--- config.mk ---
export PLATFORM = sky130hd
export DESIGN_NAME = ir_wave_message_decoder
export DESIGN_NICKNAME = d
export VERILOG_FILES = /design/src/rtl/irwd_pkg.sv /design/src/rtl/ir_wave_message_decoder.sv
export SDC_FILE = /design/constraint.sdc
export NUM_CORES = 1
export LEC_CHECK = 0
export BUFFER_PORTS_ARGS = -buffer_cell sky130_fd_sc_hd__buf_2
export CORE_UTILIZATION = 35
export CTS_BUF_LIST = sky130_fd_sc_hd__clkbuf_8 sky130_fd_sc_hd__clkbuf_16
export DETAILED_ROUTE_END_ITERATION = 16
export GPL_TIMING_DRIVEN = 0
export PLACE_DENSITY = 0.51
export SLEW_MARGIN = 20
export SYNTH_ARGS = -nofsm -noshare
export SYNTH_HDL_FRONTEND = slang
export SYNTH_SLANG_ARGS = --single-unit
--- constraint.sdc ---
create_clock -name clk -period 5.4 [get_ports clk]
set_input_delay 1.08 -clock clk [delete_from_list [all_inputs] [get_ports clk]]
set_output_delay 1.08 -clock clk [all_outputs]
set_load 0.005 [all_outputs]
--- src/rtl/irwd_pkg.sv ---
package irwd_pkg;

    // Result kinds, carried on the output tuser.
    typedef enum logic [2:0] {
        KIND_TIME_BASE = 3'd0,
        KIND_DICT      = 3'd1,
        KIND_COUNT     = 3'd2,
        KIND_RUN       = 3'd3,
        KIND_RAW       = 3'd4,
        KIND_REJECT    = 3'd5
    } kind_t;

    // Message parser phases, one-hot.
    typedef enum logic [4:0] {
        PH_FLAGS = 5'b00001,
        PH_DLEN  = 5'b00010,
        PH_DICT  = 5'b00100,
        PH_COUNT = 5'b01000,
        PH_BODY  = 5'b10000
    } phase_t;

    localparam logic [3:0] NIB_ESC         = 4'hF;
    localparam logic [2:0] RAW_NIBBLES     = 3'd4;
    localparam int         FLAG_COMPRESSED = 7;
    localparam logic [6:0] TIME_BASE_MASK  = 7'h7F;

    typedef struct packed {
        kind_t       kind;
        logic [7:0]  slot;
        logic [15:0] value;
        logic [8:0]  run_len;
        logic        last;
    } result_t;

    // Decoder state that the body nibbles work on.
    typedef struct packed {
        logic        count_escape;
        logic [2:0]  raw_left;
        logic [15:0] raw_accum;
        logic [3:0]  cur_symbol;
        logic [7:0]  cmd_pos;
        logic [7:0]  raw_pos;
    } body_t;

    typedef struct packed {
        body_t   st;
        logic    fire;
        result_t res;
    } nib_out_t;

    // Decodes one body nibble against the body state.
    function automatic nib_out_t body_nibble(body_t st, logic [3:0] v);
        nib_out_t   o;
        logic [8:0] len;
        o.st          = st;
        o.fire        = 1'b0;
        o.res.kind    = KIND_RUN;
        o.res.slot    = 8'd0;
        o.res.value   = 16'd0;
        o.res.run_len = 9'd1;
        o.res.last    = 1'b0;
        len           = 9'd1;
        if (st.raw_left != 3'd0)
        begin
            o.st.raw_accum = {st.raw_accum[11:0], v};
            o.st.raw_left  = st.raw_left - 3'd1;
            if (st.raw_left == 3'd1)
            begin
                o.fire       = 1'b1;
                o.res.kind   = KIND_RAW;
                o.res.slot   = st.raw_pos;
                o.res.value  = o.st.raw_accum;
                o.st.raw_pos = st.raw_pos + 8'd1;
                o.st.cmd_pos = st.cmd_pos + 8'd1;
            end
        end
        else if (v != NIB_ESC)
        begin
            if (st.count_escape)
            begin
                len = (v == 4'd0) ? 9'd256 : {5'd0, v};
                o.st.count_escape = 1'b0;
            end
            else
            begin
                o.st.cur_symbol = v;
            end
            o.fire        = 1'b1;
            o.res.kind    = KIND_RUN;
            o.res.slot    = st.cmd_pos;
            o.res.value   = {12'd0, o.st.cur_symbol};
            o.res.run_len = len;
            o.st.cmd_pos  = st.cmd_pos + len[7:0];
        end
        else if (st.count_escape)
        begin
            o.st.raw_accum    = 16'd0;
            o.st.raw_left     = RAW_NIBBLES;
            o.st.count_escape = 1'b0;
        end
        else
        begin
            o.st.count_escape = 1'b1;
        end
        return o;
    endfunction

endpackage

--- src/rtl/ir_wave_message_decoder.sv ---
// Infrared waveform message decoder. Message bytes enter on the slave stream,
// with tlast on the final byte of a message; decoded items leave on the master
// stream, one per beat, with the item kind on tuser and tlast on the final
// item caused by one input byte. A byte is taken into an input register and
// decoded into at most two items, which go into a two-entry result queue.
// Header bytes and body bytes that yield at most one item are taken at one
// byte per cycle while the master stream takes every beat; after a body byte
// whose two nibbles both yield an item, the next byte is not decoded until
// the second item leaves, as the single output beat per cycle drains the
// result queue. A message whose flags byte has bit 7 clear yields one
// rejected item and nothing more until its final byte.
module ir_wave_message_decoder (
    input  logic        clk,
    input  logic        rst_n,
    input  logic        s_axis_tvalid,
    output logic        s_axis_tready,
    input  logic [7:0]  s_axis_tdata,   // [7:0] msg_byte
    input  logic        s_axis_tlast,   // end_of_msg
    output logic        m_axis_tvalid,
    input  logic        m_axis_tready,
    output logic [39:0] m_axis_tdata,   // [7:0] slot, [23:8] value, [32:24] run_length
    output logic [2:0]  m_axis_tuser,   // [2:0] kind
    output logic        m_axis_tlast    // last_of_item
);
    import irwd_pkg::*;

    // Input register.
    logic       in_valid_reg;
    logic [7:0] in_byte_reg;
    logic       in_last_reg;

    // Parser state.
    phase_t     phase_reg, phase_next;
    logic [7:0] dict_left_reg, dict_left_next;
    logic [7:0] dict_slot_reg, dict_slot_next;
    logic       low_seen_reg, low_seen_next;
    logic [7:0] low_byte_reg, low_byte_next;
    logic       rejecting_reg, rejecting_next;
    body_t      body_reg, body_next;

    // Result queue: head is on the master stream, tail waits behind it.
    result_t    head_reg, head_next;
    result_t    tail_reg, tail_next;
    logic [1:0] cnt_reg, cnt_next;

    logic       pop;
    logic [1:0] remaining;
    logic       proc_fire;
    logic       in_fire;
    result_t    res0, res1;
    logic [1:0] n_res;
    nib_out_t   nib_hi, nib_lo;

    assign pop           = m_axis_tvalid && m_axis_tready;
    assign remaining     = cnt_reg - {1'b0, pop};
    // A byte is decoded only when the queue will be empty after this beat,
    // so both of its items always fit.
    assign proc_fire     = in_valid_reg && (remaining == 2'd0);
    assign s_axis_tready = !in_valid_reg || proc_fire;
    assign in_fire       = s_axis_tvalid && s_axis_tready;

    assign m_axis_tvalid = (cnt_reg != 2'd0);
    assign m_axis_tdata  = {7'd0, head_reg.run_len, head_reg.value, head_reg.slot};
    assign m_axis_tuser  = head_reg.kind;
    assign m_axis_tlast  = head_reg.last;

    always_comb
    begin
        phase_next     = phase_reg;
        dict_left_next = dict_left_reg;
        dict_slot_next = dict_slot_reg;
        low_seen_next  = low_seen_reg;
        low_byte_next  = low_byte_reg;
        rejecting_next = rejecting_reg;
        body_next      = body_reg;

        res0.kind    = KIND_TIME_BASE;
        res0.slot    = 8'd0;
        res0.value   = 16'd0;
        res0.run_len = 9'd1;
        res0.last    = 1'b1;
        res1         = res0;
        n_res        = 2'd0;

        nib_hi = body_nibble(body_reg, in_byte_reg[7:4]);
        nib_lo = body_nibble(nib_hi.st, in_byte_reg[3:0]);

        if (!rejecting_reg)
        begin
            case (phase_reg)
                PH_FLAGS:
                begin
                    n_res = 2'd1;
                    if (!in_byte_reg[FLAG_COMPRESSED])
                    begin
                        res0.kind      = KIND_REJECT;
                        rejecting_next = 1'b1;
                    end
                    else
                    begin
                        res0.kind  = KIND_TIME_BASE;
                        res0.value = {9'd0, in_byte_reg[6:0] & TIME_BASE_MASK};
                        phase_next = PH_DLEN;
                    end
                end
                PH_DLEN:
                begin
                    dict_left_next = in_byte_reg;
                    dict_slot_next = 8'd0;
                    low_seen_next  = 1'b0;
                    phase_next     = (in_byte_reg == 8'd0) ? PH_COUNT : PH_DICT;
                end
                PH_DICT:
                begin
                    if (!low_seen_reg)
                    begin
                        low_byte_next = in_byte_reg;
                        low_seen_next = 1'b1;
                    end
                    else
                    begin
                        n_res          = 2'd1;
                        res0.kind      = KIND_DICT;
                        res0.slot      = dict_slot_reg;
                        res0.value     = {in_byte_reg, low_byte_reg};
                        low_seen_next  = 1'b0;
                        dict_slot_next = dict_slot_reg + 8'd1;
                        dict_left_next = dict_left_reg - 8'd1;
                        if (dict_left_reg == 8'd1)
                        begin
                            phase_next = PH_COUNT;
                        end
                    end
                end
                PH_COUNT:
                begin
                    n_res      = 2'd1;
                    res0.kind  = KIND_COUNT;
                    res0.value = {8'd0, in_byte_reg};
                    phase_next = PH_BODY;
                end
                PH_BODY:
                begin
                    body_next = nib_lo.st;
                    if (nib_hi.fire && nib_lo.fire)
                    begin
                        n_res     = 2'd2;
                        res0      = nib_hi.res;
                        res1      = nib_lo.res;
                        res1.last = 1'b1;
                    end
                    else if (nib_hi.fire)
                    begin
                        n_res     = 2'd1;
                        res0      = nib_hi.res;
                        res0.last = 1'b1;
                    end
                    else if (nib_lo.fire)
                    begin
                        n_res     = 2'd1;
                        res0      = nib_lo.res;
                        res0.last = 1'b1;
                    end
                end
                default:
                begin
                    phase_next = PH_FLAGS;
                end
            endcase
        end

        // The final byte of a message returns the parser to its reset state.
        if (in_last_reg)
        begin
            phase_next     = PH_FLAGS;
            dict_left_next = 8'd0;
            dict_slot_next = 8'd0;
            low_seen_next  = 1'b0;
            low_byte_next  = 8'd0;
            rejecting_next = 1'b0;
            body_next      = '0;
        end
    end

    // Result queue update.
    always_comb
    begin
        head_next = head_reg;
        tail_next = tail_reg;
        cnt_next  = cnt_reg;
        if (proc_fire)
        begin
            head_next = res0;
            tail_next = res1;
            cnt_next  = n_res;
        end
        else if (pop)
        begin
            head_next = tail_reg;
            cnt_next  = cnt_reg - 2'd1;
        end
    end

    always_ff @(posedge clk or negedge rst_n)
    begin
        if (!rst_n)
        begin
            in_valid_reg  <= 1'b0;
            in_last_reg   <= 1'b0;
            phase_reg     <= PH_FLAGS;
            dict_left_reg <= 8'd0;
            dict_slot_reg <= 8'd0;
            low_seen_reg  <= 1'b0;
            low_byte_reg  <= 8'd0;
            rejecting_reg <= 1'b0;
            body_reg      <= '0;
            cnt_reg       <= 2'd0;
        end
        else
        begin
            if (in_fire)
            begin
                in_valid_reg <= 1'b1;
                in_last_reg  <= s_axis_tlast;
            end
            else if (proc_fire)
            begin
                in_valid_reg <= 1'b0;
            end
            if (proc_fire)
            begin
                phase_reg     <= phase_next;
                dict_left_reg <= dict_left_next;
                dict_slot_reg <= dict_slot_next;
                low_seen_reg  <= low_seen_next;
                low_byte_reg  <= low_byte_next;
                rejecting_reg <= rejecting_next;
                body_reg      <= body_next;
            end
            cnt_reg <= cnt_next;
        end
    end

    // Payload registers carry no reset.
    always_ff @(posedge clk)
    begin
        if (in_fire)
        begin
            in_byte_reg <= s_axis_tdata;
        end
        head_reg <= head_next;
        tail_reg <= tail_next;
    end

    // The queue holds at most two items.
    assert property (@(posedge clk) disable iff (!rst_n) cnt_reg != 2'd3)
        else $error("result queue overflow");

    // A rejected message yields nothing after its flags byte.
    assert property (@(posedge clk) disable iff (!rst_n)
        proc_fire && rejecting_reg |-> n_res == 2'd0)
        else $error("item produced while rejecting");

    // Only a body byte can yield two items.
    assert property (@(posedge clk) disable iff (!rst_n)
        proc_fire && (n_res == 2'd2) |-> phase_reg == PH_BODY)
        else $error("two items outside the body");

    // A byte waiting in the input register is not dropped.
    assert property (@(posedge clk) disable iff (!rst_n)
        in_valid_reg && !proc_fire |=> in_valid_reg && $stable(in_byte_reg))
        else $error("pending input byte lost");

endmodule
==> key figures, run 1 <==
Placed design
  • Placer's final routability congestion estimate: 0.886
  • Sum of net half-perimeters after detailed placement: 20,300 um
  • IO Port Bufs: 47

Global route
  • Gr usage total: 23.4%
  • Remaining global-route overflow: 0
  • Largest net degree at the start of global routing: 40
  • Number of antenna violations at the first check in global routing: 0
  • Global-route wire length before repair: 43,000 um
  • Via count of the first global-routing pass: 7,058

Floorplanning
  • Vert. Die Dim: 158 um
  • I/O pin count: 59
  • Cell row count: 56
  • Initial core utilization: 36.1%
  • Core Area: 23,700 um^2
  • Horiz. Die Dim: 158 um
  • Area enclosed by the die boundary: 25,000 um^2

Setup path
  • Required time reported for the critical path endpoint: 5.68 ns
  • Arrival time reported for the critical path endpoint: 5.16 ns
  • Cell repeated most along the worst path: sky130_fd_sc_hd__ha_1
  • Cells along the critical path: inv_1 -> ha_1 -> or2b_4 -> buf_4 -> clkbuf_1 -> o21ai_0 -> ha_1 -> ha_1 -> nand2b_1 -> or3_1 -> nand2_1 -> ha_1 -> nor2_2 -> nand2_1 -> o21ai_0 -> a222oi_1 -> o21ai_0
  • Category of the worst setup path launch point: flop
  • Family with the most delay on the worst path: simple AND/OR/NAND/NOR gates
  • Critical setup path kind: flop to flop
  • Number of buffers and inverters on the critical path: 3
  • Peak fanout along the critical path: 10
  • Largest stage delay, worst path: 0.42 ns
  • Slowest cell on crit path: sky130_fd_sc_hd__dfrtp_1
  • CP Capture Type: flop

Timing
  • Final hold violation count: 0
  • Final worst-path cycle share: 90.5%
  • Rel. slew slack: 21.0%
  • Max Freq: 205 MHz
  • Summed negative setup slack over all endpoints: 0 ns
  • Post-route clock skew: 0.0129 ns
  • Number of failing setup endpoints in the final timing report: 0
  • Hold_ws: 0.494 ns
  • RSZ-0062 raised after global routing: no
  • Final period demand of the worst path: 4.89 ns
  • Slew at the pin closest to its max-slew limit: 1.18 ns
  • Final count of pins violating max slew: 0

Outcome
  • Outcome: finished clean

Synthesis
  • Top FF cell, synth: sky130_fd_sc_hd__edfxtp_1
  • Area share of the largest cell type after synthesis: 25.3%
  • Number of flops mapped to enable cells by yosys: 72
  • Post-synthesis cell count: 906
  • Number of warnings printed during yosys synthesis: 0
  • Synth Register Bits: 143
  • Post-synthesis instance area: 8550 um^2
  • Share of synthesized area occupied by flip-flops and latches: 46.1%
  • Area leader, netlist: sky130_fd_sc_hd__edfxtp_1
  • Count of unique library cells instantiated by Yosys: 77
  • Average cell area after synthesis: 9.43 um^2
  • Leading post-synthesis cells by cell area: sky130_fd_sc_hd__edfxtp_1 (25%), sky130_fd_sc_hd__dfrtp_1 (20%), sky130_fd_sc_hd__o21ai_0 (5.0%)
  • Share of async-settable or async-resettable flops after synthesis: 49.7%

Layout
  • Layout cell share with drive strength beyond 1: 12.6%
  • Most used cells in the layout excluding fill and tap cells: sky130_fd_sc_hd__nand2_1 (112), sky130_fd_sc_hd__o21ai_0 (86), sky130_fd_sc_hd__nor2_1 (73), sky130_fd_sc_hd__edfxtp_1 (72), sky130_fd_sc_hd__dfrtp_1 (70)
  • Largest register FFs: 36
  • Commonest non-fill, non-tap cell in the layout: sky130_fd_sc_hd__nand2_1
  • Count of nets after finishing: 1,021
  • P&R area growth vs syn: 15.8%

Clock network
  • Clock tree from TritonCTS: done
  • Post-cts gate resize count: 0
  • Insertion delay to the later sink of the worst-skew pair: 0.44 ns
  • Root Driver: sky130_fd_sc_hd__clkbuf_16
  • CTS sink count: 143
  • Number of buffers added by the clock tree synthesis step: 17
  • Clk slew on worst S/H paths: 0.07 ns
  • Buffer count from post-CTS setup fixing: 0
  • Buffers from clock root to sink, at most: 2
  • Number of buffers added to fix hold violations after cts: 0
  • H-tree depth: 4

Power and ir drop
  • Max VDD drop: 0.232 mV
  • Leakage component of the power: 3.96 nW
  • Power Density: 439 nW/um^2

Detailed routing
  • Initial DRC count: 908
  • Via count: 7,464
  • Drt first pass iters: 5
  • Detailed-route DRC error count: 0
  • Sum of routed wire length over all layers: 28,100 um
  • Routed wirelength normalized by instance count: 21.4 um
  • Via-per-instance ratio: 5.68
  • Antenna Nets Post-Route: 0

Job
  • Max-cap violations: 0

Hold path
  • Classification of the worst-slack hold path: flop to flop
layout make-up:
class / count / area (um^2)
clock buffers: 17 / 425
well taps: 319 / 399
flip-flops and latches: 143 / 3940
fillers: 2415 / 13800
clock inverters: 15 / 199
inverters: 24 / 90.1
repair buffers: 49 / 285
plain buffers: 68 / 334
diodes: 1 / 2.50
multi-input cells: 679 / 4220
report_power, final:
part / switching [W] / internal (W) / leakage [nW]
clock network: 0.000532 / 0.000744 / 0.297
logic: 0.000940 / 0.000439 / 2.00
registers: 0.000135 / 0.00155 / 1.66
total: 0.00161 / 0.00274 / 3.96
cells in the mapped netlist, drive strengths merged, types with 24 or more instances:
| cell type | count |
|---|---|
| dfrtp | 70 |
| nand3 | 26 |
| o21ai | 93 |
| nor2 | 75 |
| a21oi | 41 |
| edfxtp | 72 |
| a22o | 28 |
| a22oi | 28 |
| nand2 | 112 |
| clkbuf | 48 |
| inv | 24 |
| ha | 24 |
worst reg2reg max path, delay by kind of cell, from the launching register on:
kind / cells / cell delay, ns
AO/OA/AOI/OAI: 4 / 1.09
adder cells (fa/ha/maj): 4 / 1.01
buffers and inverters: 3 / 0.57
flip-flops: 1 / 0.42
AND/OR/NAND/NOR: 6 / 1.66
final timing paths:
path / depth (start not counted) / endpoint / slack, ns / startpoint
setup / recovery: 17 / m_axis_tdata[13] / 0.51 / body_reg[36]
hold / removal: 2 / low_byte_reg[7] / 0.49 / low_byte_reg[7]
setup reg to reg: 17 / m_axis_tdata[13] / 0.51 / body_reg[36]
hold reg to reg: 2 / low_byte_reg[7] / 0.49 / low_byte_reg[7]
max in group asynchronous: 2 / phase_reg[0] / 4.14 / rst_n
min in group asynchronous: 1 / body_reg[12] / 0.61 / rst_n
cells by family (layout without fill, tap and decap cells):
logic type               Yosys count  count (layout)  synth area share (%)
buffers and inverters             94             173                  5.05
other                              1              12                0.0439
adder cells (fa/ha/maj)           27              27                  4.10
flip-flops                       143             143                  46.1
multiplexers                       9               9                  1.10
AND/OR/NAND/NOR                  313             313                  17.7
AO/OA/AOI/OAI                    292             292                  23.0
XOR/XNOR                          27              27                  2.99
routing by layer:
metal | global-route usage, % | part of all wire [%]
met5 | 0 | 0
met4 | 8.15 | 2.7
met2 | 35.8 | 45
met3 | 3.65 | 6.7
met1 | 33.4 | 46
stage by stage:
step                instances  instance area (um^2)  total power [W]  util (%)  setup slack, ns
finish                   1315                  9900          0.00435      41.8            0.513
global route             1314                  9900          0.00459      41.8           0.0670
CTS                      1315                  9900          0.00436      41.8            0.244
detailed placement       1284                  9280          0.00309      39.2          0.00815
global placement         1282                  9220          0.00306      38.9         -0.00324
floorplan                 916                  8580          0.00251         -             1.49
Power figures use the tool's default switching activity.
==> run 2, diff against run 1 <==
- CORE_MARGIN: unset -> 5
- clock period: 5.4 -> 4.7 ns (I/O delays scaled with it)
==> run 2 against run 1 <==
Utilization down 0.58 points. Sequential power up 15%. Clock power up 20%. Count of clock-buffer cells in the layout up 1. Cell count up 0.23%. Die area up 10%. Highest routed layer unchanged. Critical path type unchanged.
==> key figures, run 2 (synthesis gave the netlist of run 1 again) <==
Outcome
  • Outcome: finished clean

Clock network
  • Insertion delay to the later sink of the worst-skew pair: 0.44 ns (about the same)
  • Number of buffers added to fix hold violations after cts: 0 (unchanged)
  • CTS sink count: 143 (unchanged)
  • Clock tree from TritonCTS: done
  • Buffer count from post-CTS setup fixing: 0 (unchanged)
  • Buffers from clock root to sink, at most: 2 (unchanged)
  • Root Driver: sky130_fd_sc_hd__clkbuf_16
  • Clk slew on worst S/H paths: 0.07 ns (about the same)
  • H-tree depth: 4 (unchanged)
  • Number of buffers added by the clock tree synthesis step: 17 (unchanged)

Detailed routing
  • Via-per-instance ratio: 5.73 (+1.0%)
  • Max layer used: met4
  • Detailed-routed wire length on met3: 1970 um (+4.7%)
  • Via count: 7,557 (+1.2%)
  • Sum of routed wire length over all layers: 28,900 um (+2.6%)
  • Detailed-route DRC error count: 0 (unchanged)
  • Routed wirelength normalized by instance count: 21.9 um (+2.4%)
  • Antenna Nets Post-Route: 0 (unchanged)
  • Initial DRC count: 843 (-7.2%)
  • Met1 WL: 13,000 um (+0.36%)
  • Drt first pass iters: 5 (unchanged)
  • Metal2 WL: 13,400 um (+6.7%)

Global route
  • Number of antenna violations at the first check in global routing: 0 (unchanged)
  • Remaining global-route overflow: 0 (unchanged)
  • Largest net degree at the start of global routing: 40 (unchanged)
  • Global-route wire length before repair: 45,200 um (+5.1%)
  • Via count of the first global-routing pass: 7,373 (+4.5%)
  • Gr usage total: 20.9% (-2.5 points)

Floorplanning
  • Horiz. Die Dim: 166 um (+5.1%)
  • Vert. Die Dim: 166 um (+5.1%)
  • I/O pin count: 59 (unchanged)
  • Core Area: 24,200 um^2 (+2.1%)
  • Cell row count: 57 (+1.8%)
  • Area enclosed by the die boundary: 27,600 um^2 (+10%)
  • Initial core utilization: 35.4% (-0.74 points)

Power and ir drop
  • Sequential power share: 38.1% (-0.8 points)
  • Clock network fraction of total power: 30.3% (+0.9 points)
  • Max VDD drop: 0.290 mV (+25%)
  • Leakage component of the power: 4.00 nW (+0.94%)
  • Fraction of power spent switching nets: 36.6% (-0.37 points)
  • Design internal power: 0.00323 W (+18%)
  • Fraction of power consumed by combinational cells: 31.6% (about the same)
  • Power Density: 511 nW/um^2 (+16%)
  • Net switching power of the design: 0.00186 W (+16%)

Placed design
  • Placer's final routability congestion estimate: 0.864 (-2.5%)
  • IO Port Bufs: 47 (unchanged)
  • Sum of net half-perimeters after detailed placement: 20,600 um (+1.6%)

Timing
  • Slew at the pin closest to its max-slew limit: 0.899 ns (-0.278 ns)
  • Final count of pins violating max slew: 0 (unchanged)
  • Final hold violation count: 0 (unchanged)
  • Number of failing setup endpoints in the final timing report: 0 (unchanged)
  • RSZ-0062 raised after global routing: no
  • Final worst-path cycle share: 95.3% (+4.8 points)
  • Rel. slew slack: 39.5% (+19 points)
  • Summed negative setup slack over all endpoints: 0 ns (unchanged)
  • Final period demand of the worst path: 4.48 ns (-0.409 ns)
  • Max Freq: 223 MHz (+9.1%)
  • Post-route clock skew: 0.0146 ns (+0.00175 ns)

Setup path
  • Critical setup path kind: flop to flop
  • Slowest cell on crit path: sky130_fd_sc_hd__dfrtp_1
  • Peak fanout along the critical path: 10 (unchanged)
  • Arrival time reported for the critical path endpoint: 4.64 ns (-0.52 ns)
  • Category of the worst setup path launch point: flop
  • Required time reported for the critical path endpoint: 4.86 ns (-0.82 ns)
  • CP Capture Type: flop
  • Largest stage delay, worst path: 0.43 ns (about the same)
  • Cells along the critical path: inv_1 -> ha_2 -> nor2b_1 -> buf_6 -> buf_2 -> buf_4 -> a31oi_1 -> ha_1 -> ha_1 -> nand2b_1 -> or3_4 -> nand2_1 -> ha_2 -> nor2_4 -> nand2_2 -> o21ai_0 -> a222oi_1 -> o21ai_0

Layout
  • Count of antenna diodes in the layout: 0 (-1)
  • P&R area growth vs syn: 16.6%
  • Area taken by multi-input logic gates: 4260 um^2 (+0.74%)
  • Commonest non-fill, non-tap cell in the layout: sky130_fd_sc_hd__nand2_1
  • Reg area: 3940 um^2 (unchanged)
  • Largest register FFs: 36 (unchanged)
  • Count of nets after finishing: 1,020 (-0.098%)
  • Layout cell share with drive strength beyond 1: 13.7% (+1.1 points)
  • Post-layout util: 41.2% (-0.58 points)
  • Fill count: 2,350 (-2.7%)
  • Most used cells in the layout excluding fill and tap cells: sky130_fd_sc_hd__nand2_1 (110), sky130_fd_sc_hd__o21ai_0 (86), sky130_fd_sc_hd__nor2_1 (72), sky130_fd_sc_hd__edfxtp_1 (72), sky130_fd_sc_hd__dfrtp_1 (70)

Hold path
  • Classification of the worst-slack hold path: flop to flop

Job
  • Max-cap violations: 0 (unchanged)
==> run 2: cell types whose count changed in the layout (fill, tap and decap cells not counted), moves of 2 or more <==
cell / delta
sky130_fd_sc_hd__clkbuf_1: -3
sky130_fd_sc_hd__clkinvlp_4: -3
sky130_fd_sc_hd__ha_1: -2
sky130_fd_sc_hd__ha_2: +2
sky130_fd_sc_hd__nand2_1: -2
sky130_fd_sc_hd__nand2_2: +2
sky130_fd_sc_hd__o21ai_1: -2
sky130_fd_sc_hd__o21ai_2: +2
==> run 2: worst paths after layout <==
path                                   from                to  cells after the start  slack, ns
max in group asynchronous             rst_n      phase_reg[0]                      2       3.49
min reg2reg                dict_slot_reg[7]  dict_slot_reg[7]                      1       0.50
max                            body_reg[36]  m_axis_tdata[15]                     18       0.22
min in group asynchronous             rst_n      body_reg[12]                      1       0.52
min                        dict_slot_reg[7]  dict_slot_reg[7]                      1       0.50
max reg2reg                    body_reg[36]  m_axis_tdata[15]                     18       0.22
==> run 2: timing repair <==
item | 4_1_cts | 5_1_grt
gates cloned | 0 | 0
resized for setup | 4 | 14
endpoints found under the setup margin | 44 | 46
==> run 2: per-stage QoR <==
stage          instance area (um^2)  hold slack (ns)  setup WS [ns]  cells  power [W]
6_report                       9970            0.496          0.223   1318    0.00509
5_1_grt                        9970            0.519        0.00925   1318    0.00538
4_1_cts                        9940            0.496         0.0255   1319    0.00511
3_5_place_dp                   9280            0.480         -0.664   1289    0.00357
3_3_place_gp                   9230            0.475         -0.761   1287    0.00353
2_1_floorplan                  8580            0.449          0.791    916    0.00289
==> run 2: layer usage <==
| metal | GRT usage, % | vias to the layer above |
|---|---|---|
| met5 | 0 | - |
| met4 | 6.05 | 0 |
| met3 | 3.31 | 40 |
| met2 | 32.4 | 300 |
| met1 | 30.4 | 3701 |
| li1 | - | 3516 |
==> run 2: cell type report <==
class                   instances  share of cell area (%)
clock buffers                  18                    4.41
plain buffers                  67                    3.36
inverters                      24                   0.916
flip-flops and latches        143                    39.5
clock inverters                14                    2.16
multi-input cells             679                    42.7
repair buffers                 49                    2.86
well taps                     324                    4.07
==> run 2: critical path, delay by kind of cell, from the launching register on <==
| family | cells | cell delay (ns) |
|---|---|---|
| buf+inv | 4 | 0.78 |
| compound gates | 4 | 0.82 |
| fa+ha+maj | 4 | 0.97 |
| flops | 1 | 0.43 |
| simple gates | 6 | 1.21 |
==> run 2: power by group through the flow <==
| stage | Clock [W] | Sequential (W) | Combinational, W |
|---|---|---|---|
| after global routing | 0.00162 | 0.00198 | 0.00178 |
| after floorplan | 0 | 0.00195 | 0.000935 |
| after global placement | 0 | 0.00197 | 0.00156 |
| after detailed placement | 0 | 0.00196 | 0.00161 |
| after CTS | 0.00156 | 0.00194 | 0.00161 |
| final | 0.00154 | 0.00194 | 0.00161 |
